`src/hdl/assert_macros.svh`:
```
// assertion macros used by the audio path core
`ifndef ASSERT_MACROS_SVH
`define ASSERT_MACROS_SVH

// checked only while out of reset
`define ASSERT_RST(label, clk, rst_n, prop) \
    label: assert property (@(posedge clk) disable iff (!rst_n) prop) \
        else $error("assertion failed");

// checked on every edge, reset included
`define ASSERT_ALWAYS(label, clk, prop) \
    label: assert property (@(posedge clk) prop) else $error("assertion failed");

`endif

```
`src/hdl/fir7avp_pkg.sv`:
```
// package: constants, types and coefficient function of the fir audio volume path
package fir7avp_pkg;

    localparam int TAP_COUNT      = 7;
    localparam int COEF_FRAC_BITS = 15;
    localparam int BASE_TAPS      = 7;

    localparam int SAMPLE_W = 12;
    localparam int COEF_W   = COEF_FRAC_BITS + 1;
    localparam int PROD_W   = COEF_W + SAMPLE_W + 1;
    localparam int SUM_W    = PROD_W + $clog2(TAP_COUNT) + 1;
    localparam int BASE_W   = SAMPLE_W + 1;
    localparam int VOL_W    = 10;
    localparam int OUT_W    = BASE_W + 2;

    // adder tree: groups of four products, then one sum over the groups
    localparam int GROUP       = 4;
    localparam int GROUP_COUNT = (TAP_COUNT + GROUP - 1) / GROUP;

    // input kinds carried in tuser
    localparam logic [1:0] MODE_SAMPLE   = 2'd0;
    localparam logic [1:0] MODE_VOL_UP   = 2'd1;
    localparam logic [1:0] MODE_VOL_DOWN = 2'd2;

    // filter_mode register codes, anything above is bypass
    localparam logic [1:0] FMODE_SET_A  = 2'd0;
    localparam logic [1:0] FMODE_SET_B  = 2'd1;
    localparam logic [1:0] FMODE_BYPASS = 2'd2;

    localparam logic signed [VOL_W:0]   VOL_STEP = 11'sd10;
    localparam logic signed [VOL_W:0]   VOL_MAX  = 11'sd300;
    localparam logic signed [VOL_W:0]   VOL_MIN  = -11'sd300;
    localparam logic signed [VOL_W-1:0] VOL_MUTE = -10'sd300;

    localparam logic [SAMPLE_W-1:0] CODE_MAX = 12'd4095;
    localparam logic [BASE_W-1:0]   BASE_MAX = {BASE_W{1'b1}};

    typedef struct packed {
        logic                      bypass;
        logic [SAMPLE_W-1:0]       sample;
        logic signed [VOL_W-1:0]   vol;
    } t_meta;

    typedef struct packed {
        logic  valid;
        t_meta meta;
    } t_flow;

    // coefficient of one tap in fixed point, halves rounded away from zero
    function automatic logic signed [COEF_W-1:0] coef_fixed(input logic set_b, input int idx);
        longint dec;
        longint mag;
        longint q;
        dec = 0;
        if (!set_b) begin
            case (idx)
                0: dec = -1050;
                1: dec = -1448;
                2: dec = -1721;
                3: dec = 8182;
                4: dec = -1721;
                5: dec = -1448;
                6: dec = -1050;
                default: dec = 0;
            endcase
        end else begin
            case (idx)
                0: dec = 302;
                1: dec = 360;
                2: dec = 397;
                3: dec = 909;
                4: dec = 897;
                5: dec = 860;
                6: dec = 802;
                default: dec = 0;
            endcase
        end
        mag = (dec < 0) ? -dec : dec;
        q = ((mag * (longint'(1) << COEF_FRAC_BITS)) * 2 + 10000) / 20000;
        if (dec < 0) begin
            q = -q;
        end
        return COEF_W'(q);
    endfunction

endpackage

```
`src/hdl/fir7_audio_volume_path_core.sv`:
```
// Audio path core: a 7-tap FIR (two coefficient sets or bypass) with a stepped volume offset,
// mute at the lowest step and saturation to the 12-bit DAC range. One word is taken every
// clock unless the output stalls; a sample word passes the tap cells (registered products),
// two adder-tree stages, a magnitude stage and an offset and saturation stage; volume words
// are absorbed on arrival with no output. The delay line shifts only on filtered samples.
// filter_mode must be written through i_cfg_we only while the path is empty; not enforced.
`include "assert_macros.svh"

module fir7_audio_volume_path_core (
    input  logic        i_clk,
    input  logic        i_rst_n,
    input  logic        i_cfg_we,
    input  logic [1:0]  i_cfg_wdata,     // filter_mode
    input  logic        s_axis_tvalid,
    output logic        s_axis_tready,
    input  logic [15:0] s_axis_tdata,    // [11:0] sample, [15:12] zero
    input  logic [1:0]  s_axis_tuser,    // [1:0] mode
    output logic        m_axis_tvalid,
    input  logic        m_axis_tready,
    output logic [15:0] m_axis_tdata     // [11:0] dac_code, [15:12] zero
);

    localparam int TAPS = fir7avp_pkg::TAP_COUNT;

    logic [1:0]                                    r_fmode;
    logic signed [fir7avp_pkg::VOL_W-1:0]          r_vol;
    logic signed [fir7avp_pkg::VOL_W-1:0]          n_vol;
    logic signed [fir7avp_pkg::VOL_W:0]            w_vol_ext;
    logic signed [fir7avp_pkg::VOL_W:0]            w_vol_up;
    logic signed [fir7avp_pkg::VOL_W:0]            w_vol_dn;

    logic                                          w_accept;
    logic                                          w_is_sample;
    logic                                          w_bypass;
    logic                                          w_shift;
    logic [fir7avp_pkg::SAMPLE_W-1:0]              w_sample;

    logic [fir7avp_pkg::SAMPLE_W-1:0]              w_tap  [TAPS];
    logic signed [fir7avp_pkg::PROD_W-1:0]         w_prod [TAPS];

    logic                                          r_v1;
    fir7avp_pkg::t_meta                            r_m1;
    fir7avp_pkg::t_flow                            w_flow1;
    fir7avp_pkg::t_flow                            w_flow3;
    logic signed [fir7avp_pkg::SUM_W-1:0]          w_sum3;
    logic                                          w_rdy1;
    logic                                          w_rdy2;

    logic                                          r_v4;
    fir7avp_pkg::t_meta                            r_m4;
    logic [fir7avp_pkg::BASE_W-1:0]                r_base4;
    logic [fir7avp_pkg::BASE_W-1:0]                n_base4;
    logic [fir7avp_pkg::SUM_W-1:0]                 w_mag;
    logic [fir7avp_pkg::SUM_W-1:0]                 w_shifted;
    logic                                          w_rdy4;

    logic                                          r_v5;
    logic [fir7avp_pkg::SAMPLE_W-1:0]              r_out;
    logic [fir7avp_pkg::SAMPLE_W-1:0]              n_out;
    logic signed [fir7avp_pkg::OUT_W-1:0]          w_y;
    logic                                          w_rdy5;

    // ready chain, each stage loads when empty or when its successor moves
    assign w_rdy5        = !r_v5 || m_axis_tready;
    assign w_rdy4        = !r_v4 || w_rdy5;
    assign w_rdy1        = !r_v1 || w_rdy2;
    assign s_axis_tready = w_rdy1;

    assign w_accept    = s_axis_tvalid && w_rdy1;
    assign w_is_sample = (s_axis_tuser == fir7avp_pkg::MODE_SAMPLE);
    assign w_bypass    = (r_fmode != fir7avp_pkg::FMODE_SET_A)
                      && (r_fmode != fir7avp_pkg::FMODE_SET_B);
    assign w_shift     = w_accept && w_is_sample && !w_bypass;
    assign w_sample    = s_axis_tdata[fir7avp_pkg::SAMPLE_W-1:0];

    always_ff @(posedge i_clk) begin
        if (!i_rst_n) begin
            r_fmode <= fir7avp_pkg::FMODE_SET_A;
        end else if (i_cfg_we) begin
            r_fmode <= i_cfg_wdata;
        end
    end

    // volume offset, clamped at both ends
    assign w_vol_ext = {r_vol[fir7avp_pkg::VOL_W-1], r_vol};
    assign w_vol_up  = w_vol_ext + fir7avp_pkg::VOL_STEP;
    assign w_vol_dn  = w_vol_ext - fir7avp_pkg::VOL_STEP;

    always_comb begin
        n_vol = r_vol;
        if (w_accept) begin
            case (s_axis_tuser)
                fir7avp_pkg::MODE_VOL_UP: begin
                    if (w_vol_up > fir7avp_pkg::VOL_MAX) begin
                        n_vol = fir7avp_pkg::VOL_MAX[fir7avp_pkg::VOL_W-1:0];
                    end else begin
                        n_vol = w_vol_up[fir7avp_pkg::VOL_W-1:0];
                    end
                end
                fir7avp_pkg::MODE_VOL_DOWN: begin
                    if (w_vol_dn < fir7avp_pkg::VOL_MIN) begin
                        n_vol = fir7avp_pkg::VOL_MIN[fir7avp_pkg::VOL_W-1:0];
                    end else begin
                        n_vol = w_vol_dn[fir7avp_pkg::VOL_W-1:0];
                    end
                end
                default: n_vol = r_vol;
            endcase
        end
    end

    always_ff @(posedge i_clk) begin
        if (!i_rst_n) begin
            r_vol <= '0;
        end else begin
            r_vol <= n_vol;
        end
    end

    // row of tap cells, cell 0 holds the newest sample
    for (genvar k = 0; k < TAPS; k++) begin : g_cell
        logic [fir7avp_pkg::SAMPLE_W-1:0] w_prev;
        if (k == 0) begin : g_head
            assign w_prev = w_sample;
        end else begin : g_link
            assign w_prev = w_tap[k-1];
        end
        fir7avp_tap_cell u_cell (
            .i_clk      (i_clk),
            .i_rst_n    (i_rst_n),
            .i_shift    (w_shift),
            .i_load     (w_rdy1),
            .i_set_b    (r_fmode == fir7avp_pkg::FMODE_SET_B),
            .i_prev_tap (w_prev),
            .i_coef_a   (fir7avp_pkg::coef_fixed(1'b0, k)),
            .i_coef_b   (fir7avp_pkg::coef_fixed(1'b1, k)),
            .o_tap      (w_tap[k]),
            .o_prod     (w_prod[k])
        );
    end

    // stage 1 runs alongside the product registers in the cells
    always_ff @(posedge i_clk) begin
        if (!i_rst_n) begin
            r_v1 <= 1'b0;
        end else if (w_rdy1) begin
            r_v1 <= w_accept && w_is_sample;
        end
    end

    always_ff @(posedge i_clk) begin
        if (w_rdy1) begin
            r_m1.bypass <= w_bypass;
            r_m1.sample <= w_sample;
            r_m1.vol    <= r_vol;
        end
    end

    assign w_flow1.valid = r_v1;
    assign w_flow1.meta  = r_m1;

    fir7avp_acc_tree u_tree (
        .i_clk   (i_clk),
        .i_rst_n (i_rst_n),
        .i_prod  (w_prod),
        .i_flow  (w_flow1),
        .o_ready (w_rdy2),
        .o_flow  (w_flow3),
        .o_sum   (w_sum3),
        .i_ready (w_rdy4)
    );

    // magnitude, drop the fraction, clip to the base width; bypass passes the raw sample
    assign w_mag     = w_sum3[fir7avp_pkg::SUM_W-1] ? fir7avp_pkg::SUM_W'(-w_sum3)
                                                   : fir7avp_pkg::SUM_W'(w_sum3);
    assign w_shifted = w_mag >> fir7avp_pkg::COEF_FRAC_BITS;

    always_comb begin
        if (w_flow3.meta.bypass) begin
            n_base4 = {1'b0, w_flow3.meta.sample};
        end else if (|w_shifted[fir7avp_pkg::SUM_W-1:fir7avp_pkg::BASE_W]) begin
            n_base4 = fir7avp_pkg::BASE_MAX;
        end else begin
            n_base4 = w_shifted[fir7avp_pkg::BASE_W-1:0];
        end
    end

    always_ff @(posedge i_clk) begin
        if (!i_rst_n) begin
            r_v4 <= 1'b0;
        end else if (w_rdy4) begin
            r_v4 <= w_flow3.valid;
        end
    end

    always_ff @(posedge i_clk) begin
        if (w_rdy4) begin
            r_m4    <= w_flow3.meta;
            r_base4 <= n_base4;
        end
    end

    // volume offset, mute and saturation into the output register
    assign w_y = $signed({2'b00, r_base4})
               + $signed({{(fir7avp_pkg::OUT_W - fir7avp_pkg::VOL_W){r_m4.vol[fir7avp_pkg::VOL_W-1]}},
                          r_m4.vol});

    always_comb begin
        if (r_m4.vol == fir7avp_pkg::VOL_MUTE || w_y < 0) begin
            n_out = '0;
        end else if (w_y > $signed({3'b000, fir7avp_pkg::CODE_MAX})) begin
            n_out = fir7avp_pkg::CODE_MAX;
        end else begin
            n_out = w_y[fir7avp_pkg::SAMPLE_W-1:0];
        end
    end

    always_ff @(posedge i_clk) begin
        if (!i_rst_n) begin
            r_v5 <= 1'b0;
        end else if (w_rdy5) begin
            r_v5 <= r_v4;
        end
    end

    always_ff @(posedge i_clk) begin
        if (w_rdy5) begin
            r_out <= n_out;
        end
    end

    assign m_axis_tvalid = r_v5;
    assign m_axis_tdata  = {4'b0000, r_out};

    `ASSERT_RST(a_vol_range, i_clk, i_rst_n, (r_vol >= fir7avp_pkg::VOL_MUTE) && (r_vol <= -fir7avp_pkg::VOL_MUTE))
    `ASSERT_RST(a_bypass_holds_taps, i_clk, i_rst_n, (w_accept && w_is_sample && w_bypass) |=> $stable(w_tap[0]))
    `ASSERT_RST(a_no_word_from_press, i_clk, i_rst_n, (w_accept && !w_is_sample) |=> !r_v1)
    `ASSERT_ALWAYS(a_reset_empties_out, i_clk, !i_rst_n |=> !m_axis_tvalid)

endmodule

```
`src/hdl/fir7avp_tap_cell.sv`:
```
// one delay line cell: holds a tap, hands it to the next cell, registers its product
module fir7avp_tap_cell (
    input  logic                                              i_clk,
    input  logic                                              i_rst_n,
    input  logic                                              i_shift,
    input  logic                                              i_load,
    input  logic                                              i_set_b,
    input  logic [fir7avp_pkg::SAMPLE_W-1:0]                  i_prev_tap,
    input  logic signed [fir7avp_pkg::COEF_W-1:0]             i_coef_a,
    input  logic signed [fir7avp_pkg::COEF_W-1:0]             i_coef_b,
    output logic [fir7avp_pkg::SAMPLE_W-1:0]                  o_tap,
    output logic signed [fir7avp_pkg::PROD_W-1:0]             o_prod
);

    logic [fir7avp_pkg::SAMPLE_W-1:0]      r_tap;
    logic [fir7avp_pkg::SAMPLE_W-1:0]      n_tap;
    logic signed [fir7avp_pkg::PROD_W-1:0] r_prod;
    logic signed [fir7avp_pkg::PROD_W-1:0] n_prod;
    logic signed [fir7avp_pkg::COEF_W-1:0] w_coef;

    assign n_tap  = i_shift ? i_prev_tap : r_tap;
    assign w_coef = i_set_b ? i_coef_b : i_coef_a;
    // product of the tap as it stands after this edge
    assign n_prod = fir7avp_pkg::PROD_W'(w_coef) * fir7avp_pkg::PROD_W'($signed({1'b0, n_tap}));

    always_ff @(posedge i_clk) begin
        if (!i_rst_n) begin
            r_tap <= '0;
        end else begin
            r_tap <= n_tap;
        end
    end

    always_ff @(posedge i_clk) begin
        if (i_load) begin
            r_prod <= n_prod;
        end
    end

    assign o_tap  = r_tap;
    assign o_prod = r_prod;

endmodule

```
`src/hdl/fir7avp_acc_tree.sv`:
```
// two-stage registered adder tree over the tap products
module fir7avp_acc_tree (
    input  logic                                       i_clk,
    input  logic                                       i_rst_n,
    input  logic signed [fir7avp_pkg::PROD_W-1:0]      i_prod [fir7avp_pkg::TAP_COUNT],
    input  fir7avp_pkg::t_flow                         i_flow,
    output logic                                       o_ready,
    output fir7avp_pkg::t_flow                         o_flow,
    output logic signed [fir7avp_pkg::SUM_W-1:0]       o_sum,
    input  logic                                       i_ready
);

    logic                                  r_v2;
    fir7avp_pkg::t_meta                    r_m2;
    logic signed [fir7avp_pkg::SUM_W-1:0]  r_grp [fir7avp_pkg::GROUP_COUNT];
    logic signed [fir7avp_pkg::SUM_W-1:0]  n_grp [fir7avp_pkg::GROUP_COUNT];
    logic                                  r_v3;
    fir7avp_pkg::t_meta                    r_m3;
    logic signed [fir7avp_pkg::SUM_W-1:0]  r_total;
    logic signed [fir7avp_pkg::SUM_W-1:0]  n_total;
    logic                                  w_rdy2;
    logic                                  w_rdy3;

    assign w_rdy3  = !r_v3 || i_ready;
    assign w_rdy2  = !r_v2 || w_rdy3;
    assign o_ready = w_rdy2;

    always_comb begin
        for (int g = 0; g < fir7avp_pkg::GROUP_COUNT; g++) begin
            n_grp[g] = '0;
            for (int j = 0; j < fir7avp_pkg::GROUP; j++) begin
                if (g * fir7avp_pkg::GROUP + j < fir7avp_pkg::TAP_COUNT) begin
                    n_grp[g] = n_grp[g]
                        + fir7avp_pkg::SUM_W'(i_prod[g * fir7avp_pkg::GROUP + j]);
                end
            end
        end
    end

    always_comb begin
        n_total = '0;
        for (int g = 0; g < fir7avp_pkg::GROUP_COUNT; g++) begin
            n_total = n_total + r_grp[g];
        end
    end

    always_ff @(posedge i_clk) begin
        if (!i_rst_n) begin
            r_v2 <= 1'b0;
            r_v3 <= 1'b0;
        end else begin
            if (w_rdy2) begin
                r_v2 <= i_flow.valid;
            end
            if (w_rdy3) begin
                r_v3 <= r_v2;
            end
        end
    end

    always_ff @(posedge i_clk) begin
        if (w_rdy2) begin
            r_m2  <= i_flow.meta;
            r_grp <= n_grp;
        end
        if (w_rdy3) begin
            r_m3    <= r_m2;
            r_total <= n_total;
        end
    end

    assign o_flow.valid = r_v3;
    assign o_flow.meta  = r_m3;
    assign o_sum        = r_total;

endmodule

```
`config.mk`:
```
export PLATFORM = sky130hd
export DESIGN_NAME = fir7_audio_volume_path_core
export DESIGN_NICKNAME = d
export VERILOG_FILES = /design/src/hdl/fir7avp_pkg.sv /design/src/hdl/fir7_audio_volume_path_core.sv /design/src/hdl/fir7avp_tap_cell.sv /design/src/hdl/fir7avp_acc_tree.sv
export VERILOG_INCLUDE_DIRS = /design/src /design/src/hdl
export SDC_FILE = /design/constraint.sdc
export NUM_CORES = 2
export LEC_CHECK = 0
export BUFFER_PORTS_ARGS = -buffer_cell sky130_fd_sc_hd__clkbuf_2
export CAP_MARGIN = 10
export CORE_MARGIN = 3
export CORE_UTILIZATION = 40
export CTS_BUF_LIST = sky130_fd_sc_hd__clkbuf_16
export DETAILED_ROUTE_END_ITERATION = 16
export PLACE_DENSITY = 0.59
export REMOVE_ABC_BUFFERS = 1
export SETUP_SLACK_MARGIN = 0.05
export SLEW_MARGIN = 20
export SYNTH_ARGS = -nofsm -noshare
export SYNTH_HDL_FRONTEND = slang
export SYNTH_HIERARCHICAL = 1
export SYNTH_SLANG_ARGS = --single-unit
```
`constraint.sdc`:
```
create_clock -name i_clk -period 17.8 [get_ports i_clk]
set_input_delay 3.56 -clock i_clk [delete_from_list [all_inputs] [get_ports i_clk]]
set_output_delay 3.56 -clock i_clk [all_outputs]
set_load 0.02 [all_outputs]
```
# Word-level counts from Yosys, hierarchy flattened
# Cells that the tools add are included.
[word_totals]
register_bits = 507
latchBits = 0
ramBits = 0
mem_bits_ro = 0
n_memories = 0
[op_classes]
add_sub_neg = 10
multipliers = 7
n_div = 0
n_lt_le_gt_ge = 4
eq_ne = 5
n_shift = 0
muxes = 21
n_bitwise = 0
n_reduce_logical = 21
[ops]
columns = ["cell", "count"]
rows = [
  ["$mul 16x13->29", 7],
  ["$mux 12", 9],
  ["$mux 16", 6],
  ["$add 30x29->31", 2],
  ["$add 29x29->30", 2],
  ["$add 33x29->33", 1],
  ["$add 33x33->33", 1],
  ["$mux 33", 1],
  ["$neg 33->33", 1],
  ["$mux 10", 2],
  ["$pmux 10 s2", 1],
  ["$add 14x10->15", 1],
  ["$gt 15x13->1 const B", 1],
  ["$lt 15x1->1 const B", 1],
  ["$mux 15", 1],
  ["$mux 13", 1],
  ["$add 10x5->11 const B", 1],
  ["$gt 11x10->1 const B", 1],
  ["$lt 11x10->1 const B", 1],
  ["$sub 10x5->11 const B", 1],
  ["$eq 10x10->1 const B", 1],
  ["$logic_not 1->1", 6],
  ["$logic_or 1x1->1", 6],
  ["$reduce_or 5->1", 1],
  ["7 further kinds", 12],
]

# Logic depth before layout (Yosys ltp)
[depth]
ltp_word = 11
mapped_depth = 30
depth_no_buf = 27

# Modules after synthesis
# Netlist, hierarchy kept.
[by_module_without_submodules]
columns = ["module", "n_inst", "cells_per_inst", "area_each_um2"]
rows = [
  ["fir7avp_tap_cell at g_cell[3].u_cell ...", 2, 935, 8667.1],
  ["fir7avp_acc_tree", 1, 1109, 11702.5],
  ["fir7avp_tap_cell at g_cell[2].u_cell", 1, 974, 8957.3],
  ["fir7avp_tap_cell at g_cell[5].u_cell", 1, 947, 8848.5],
  ["fir7avp_tap_cell at g_cell[0].u_cell", 1, 957, 8847.2],
  ["fir7avp_tap_cell at g_cell[6].u_cell", 1, 952, 8836.0],
  ["fir7avp_tap_cell at g_cell[1].u_cell", 1, 957, 8833.5],
  ["fir7_audio_volume_path_core", 1, 435, 4423.0],
]

# Least setup slack after synthesis
# No wires, ideal clock.
[synth_path]
path_kind = "in2reg"
from = "in m_axis_tready"
to = "reg g_cell[3].u_cell.r_prod (netlist bit g_cell[3].u_cell/o_prod[27]), data pin"
arrival_ns = 18.331
t_required_ns = 17.540
slack_ns = -0.791
path_stages = 27
cell_sequence = "nor2b_1 nand2_1 nor2b_1 nand2_1 nand2b_1 nor3b_1 clkbuf_1 buf_2 mux2_2 clkbuf_1 nand2_1 fa_1 inv_1 fa_1 fa_1 fa_1 inv_1 fa_1 inv_1 ha_1 and4_1 and2_1 a221o_1 a31o_1 a311o_1 a221oi_2 xnor2_1"
[synth_via]
elab_chain_len = 10
[synth_rtl]
columns = ["item", "line", "text"]
rows = [
  ["start: declaration", "fir7_audio_volume_path_core.sv:19", "input logic m_axis_tready,"],
  ["$logic_or 1x1->1", "fir7_audio_volume_path_core.sv:64", "assign w_rdy5 = !r_v5 || m_axis_tready;"],
  ["$logic_or 1x1->1", "fir7_audio_volume_path_core.sv:65", "assign w_rdy4 = !r_v4 || w_rdy5;"],
  ["via w_rdy4", "fir7_audio_volume_path_core.sv:55", "logic w_rdy4;"],
  ["$logic_or 1x1->1", "fir7avp_acc_tree.sv:24", "assign w_rdy3 = !r_v3 || i_ready;"],
  ["$logic_or 1x1->1", "fir7avp_acc_tree.sv:25", "assign w_rdy2 = !r_v2 || w_rdy3;"],
  ["via w_rdy2", "fir7_audio_volume_path_core.sv:47", "logic w_rdy2;"],
  ["$logic_or 1x1->1", "fir7_audio_volume_path_core.sv:66", "assign w_rdy1 = !r_v1 || w_rdy2;"],
  ["via s_axis_tready", "fir7_audio_volume_path_core.sv:15", "output logic s_axis_tready,"],
  ["$logic_and 1x1->1", "fir7_audio_volume_path_core.sv:69", "assign w_accept = s_axis_tvalid && w_rdy1;"],
  ["$logic_and 1x1->1 (2 in a row)", "fir7_audio_volume_path_core.sv:73", "assign w_shift = w_accept && w_is_sample && !w_bypass;"],
  ["via w_shift", "fir7_audio_volume_path_core.sv:35", "logic w_shift;"],
  ["$mux 12", "fir7avp_tap_cell.sv:21", "assign n_tap = i_shift ? i_prev_tap : r_tap;"],
  ["$mul 16x13->29", "fir7avp_tap_cell.sv:24", "assign n_prod = fir7avp_pkg::PROD_W'(w_coef) * fir7avp_pkg::PROD_W'($signed({1'b0, n_tap}));"],
  ["via g_cell[3].u_cell.n_prod (one bit)", "fir7avp_tap_cell.sv:18", "logic signed [fir7avp_pkg::PROD_W-1:0] n_prod;"],
  ["end signal: assignment", "fir7avp_tap_cell.sv:36", "r_prod <= n_prod;"],
  ["end: declaration", "fir7avp_tap_cell.sv:17", "logic signed [fir7avp_pkg::PROD_W-1:0] r_prod;"],
]
# The timed path passes the listed nets, and every way through them passes these cells.
# A chain may end at the register's enable or synchronous reset.

# Worst setup path in the final report
[layout_path]
from = "in m_axis_tready"
to = "reg g_cell[0].u_cell.r_prod (netlist bit g_cell[0].u_cell/o_prod[27]), data pin"
[layout_via]
elab_chain_len = 10
[layout_rtl]
columns = ["item", "line"]
rows = [
  ["$logic_or 1x1->1", "fir7_audio_volume_path_core.sv:64"],
  ["$logic_or 1x1->1", "fir7_audio_volume_path_core.sv:65"],
  ["via w_rdy4", "fir7_audio_volume_path_core.sv:55"],
  ["$logic_or 1x1->1", "fir7avp_acc_tree.sv:24"],
  ["$logic_or 1x1->1", "fir7avp_acc_tree.sv:25"],
  ["via w_rdy2", "fir7_audio_volume_path_core.sv:47"],
  ["$logic_or 1x1->1", "fir7_audio_volume_path_core.sv:66"],
  ["$logic_and 1x1->1", "fir7_audio_volume_path_core.sv:69"],
  ["$logic_and 1x1->1 (2 in a row)", "fir7_audio_volume_path_core.sv:73"],
  ["via w_shift", "fir7_audio_volume_path_core.sv:35"],
  ["$mux 12", "fir7avp_tap_cell.sv:21"],
  ["$mul 16x13->29", "fir7avp_tap_cell.sv:24"],
  ["via g_cell[0].u_cell.n_prod (one bit)", "fir7avp_tap_cell.sv:18"],
  ["end signal: assignment", "fir7avp_tap_cell.sv:36"],
  ["end: declaration", "fir7avp_tap_cell.sv:17"],
]
# The timed path passes the listed nets, and every way through them passes these cells.

==> out/results.ini <==
[worst_setup_path]
cp-start-kind = primary input
end_kind = register
cpMaxStageDelayCell = fa_1
required_ns = 18.18
crit_buf_inv = 6
path_max_fanout = 83
crit_type = in2reg
crit_path_frequent_cell = fa_1
slowest_delay_ns = 0.88
timing.critical_path.max_delay_family = adder cells
crit_arrival_ns = 12.92

[pwr]
comb_power_share = 0.309
p_int_mw = 2.55
power_frac_clock = 0.304
peakVddDrop_uv = 86.3
switching_power_mw = 1.38
power_mw = 3.93
seq_power_share = 0.387
leakage_nw = 42.0
switching_share = 0.351
cellPowerDensity_nw_per_um2 = 46.6

[place]
routabilityCongestion = 0.916
place_ws_ns = 4.53
dpl_cell_area_um2 = 82300
io_buffers = 34
dp_hpwl_um = 163000

[logic_synthesis]
synth_top_area_frac = 0.344
ys.flop_type = edfxtp_1
avgSynthCellArea_um2 = 9.48
ys_seq_area_frac = 0.181
yosys_warnings = 6
synthArstFlopShare = 0
synth_most_common_cell = inv_1
synth-edff-count = 402
synth-seq-cells = 502
syn_area_um2 = 77800
synth_area_leaders = fa_1 34%, edfxtp_1 16%, inv_1 9.6%
synthCells = 8201
yosysTopAreaCell = fa_1
ys_types = 128
synth_common_cells = 1989 x inv_1, 1337 x fa_1, 819 x nor2_1

[die]
num_rows = 161
boundaryPins = 43
die_y_um = 447
start_util = 0.403
core_area_um2 = 193000
dieArea_um2 = 200000
fp.dieW_um = 447

[clocking]
cts-buffers-inserted = 58
cts_hold_buf = 0
post_cts_resized = 0
insertion_delay_ns = 0.68
htreeDepth = 2
postCtsSetupBuffers = 0
clock_path_buffers = 3
cts.sinks = 502
cts-root-buf = clkbuf_16
clk_pin_slew_worst_paths_ns = 0.07
cts_tree = done

[drt]
wl_um = 195000
drtIter0Drc = 3351
drtAntennaViolNets = 0
drtPass1Iterations = 5
vias = 54900
route.detailed.drc = 0
wl_per_cell_um = 17.4
routed_via_density = 4.92

[timing]
worstMarginPinSlew_ns = 1.18
fmax_mhz = 79.8
skew_ns = 0.0504
holdWs_ns = 0.411
fin_crit_sh = 0.704
rsz0062_at_grt = false
finalHoldViolations = 0
worst_slack_ns = 5.26
setup_viol = 0
final.min_clock_period_ns = 12.54
maxSlewViolCount = 0
slew_headroom = 0.193

[layout]
final_cell_area_um2 = 84300
nets = 10500
areaGrowthSynthToFinish_pct = 8.33
register_area_um2 = 14100
multi_input_area_um2 = 57100
drive_above_1_share = 0.0545
fillers = 18600
finish.utilization = 0.437

[global_routing]
grtUsageTotal = 0.200
grt_pass1_vias = 57900
antenna_found_initial = 11
grt_remaining_overflow = 0
grt_pass1_wl_um = 317000
grt_max_degree = 156

[run_status]
outcome = finished clean

[worst_hold_path]
holdCritPathClass = reg2reg

[job]
cap_viol_max_count = 0

## routing by layer
layer  global-route usage  wire length [um]  share of wire
met3               0.0192              8280          0.043
met5                    0                 0              0
met1                0.285             90700           0.47
met2                0.334             91900           0.47
met4               0.0378              3800          0.020
## per-stage QoR
stage / TNS [ns] / instances
floorplan: -2824.93 / 8438
global placement: 0 / 11000
detailed placement: 0 / 11000
finish: 0 / 11200
CTS: 0 / 11200
global route: 0 / 11200
## registers in the layout, summed over array words and instances (netlist names)
| register | cells |
|---|---|
| u_tree/o_flow | 23 |
| u_tree/r_m2 | 23 |
| r_m4 | 10 |
| r_m1 | 22 |
| r_base4 | 13 |
| r_fmode | 2 |
| r_out | 12 |
| u_tree/r_v2 | 1 |
| m_axis_tvalid | 1 |
| g_cell.u_cell/o_tap | 84 |
| u_tree/r_grp | 63 |
| g_cell.u_cell/o_prod | 203 |
| r_v1 | 1 |
| r_v4 | 1 |
| u_tree/o_sum | 33 |
| r_vol | 9 |
| u_tree/r_v3 | 1 |
## power groups by stage
stage          clock network (mW)  registers, mW  logic, mW
6_report                     1.19           1.52       1.21
5_1_grt                      1.27           1.53       1.36
4_1_cts                      1.23           1.52       1.19
3_5_place_dp                    0           1.54       1.18
3_3_place_gp                    0           1.54       1.17
2_1_floorplan                   0           1.51      0.885
## kinds of logic after synthesis
logic type | after synthesis | share of synthesized area
buffers and inverters | 2189 | 0.108
muxes | 347 | 0.0471
adders and majority gates | 1916 | 0.437
other | 2 | 0.0000966
AOI/OAI and AO/OA | 865 | 0.0762
DFF | 502 | 0.181
and+or+nand+nor | 2082 | 0.117
xor gates and xnor gates | 298 | 0.0336
## area by class of cell
class	instances	share of cell area
repair buffers	84	0.00680
diodes	3	0.0000891
flip-flops and latches	502	0.167
multi-input cells	5947	0.677
clock inverters	49	0.00520
inverters	1989	0.0886
clock buffers	59	0.0175
well taps	2526	0.0375
## worst paths after layout
kind | to | depth (start not counted) | startpoint | slack [ns]
max | g_cell[0].u_cell/o_prod[27]$_DFFE_PP_ | 27 | m_axis_tready | 5.26
min | u_tree/r_m2[17]$_DFFE_PP_ | 0 | r_m1[17]$_DFFE_PN_ | 0.41
max reg2reg | g_cell[0].u_cell/o_prod[27]$_DFFE_PP_ | 26 | m_axis_tvalid$_SDFFE_PN0P_ | 7.85
min reg2reg | u_tree/r_m2[17]$_DFFE_PP_ | 0 | r_m1[17]$_DFFE_PN_ | 0.41
## placed cells by master (no fill, tap or decap), drive strengths merged, types with 46 or more instances in the layout
cell type | netlist | routed
nor3 | 46 | 46
xnor2 | 215 | 215
dfxtp | 100 | 100
fa | 1337 | 1337
inv | 1989 | 1999
o21a | 46 | 46
a21o | 92 | 92
buf | 65 | 51
edfxtp | 402 | 402
clkbuf | 134 | 92
xor2 | 83 | 83
mux2i | 192 | 192
nor2 | 820 | 820
nor2b | 69 | 69
nand2b | 85 | 85
a21oi | 272 | 272
and2 | 81 | 81
nand2 | 775 | 775
o21ai | 158 | 158
mux2 | 155 | 155
conb | 2 | 439
ha | 579 | 579
nand3 | 56 | 56
Power figures use the tool's default switching activity.
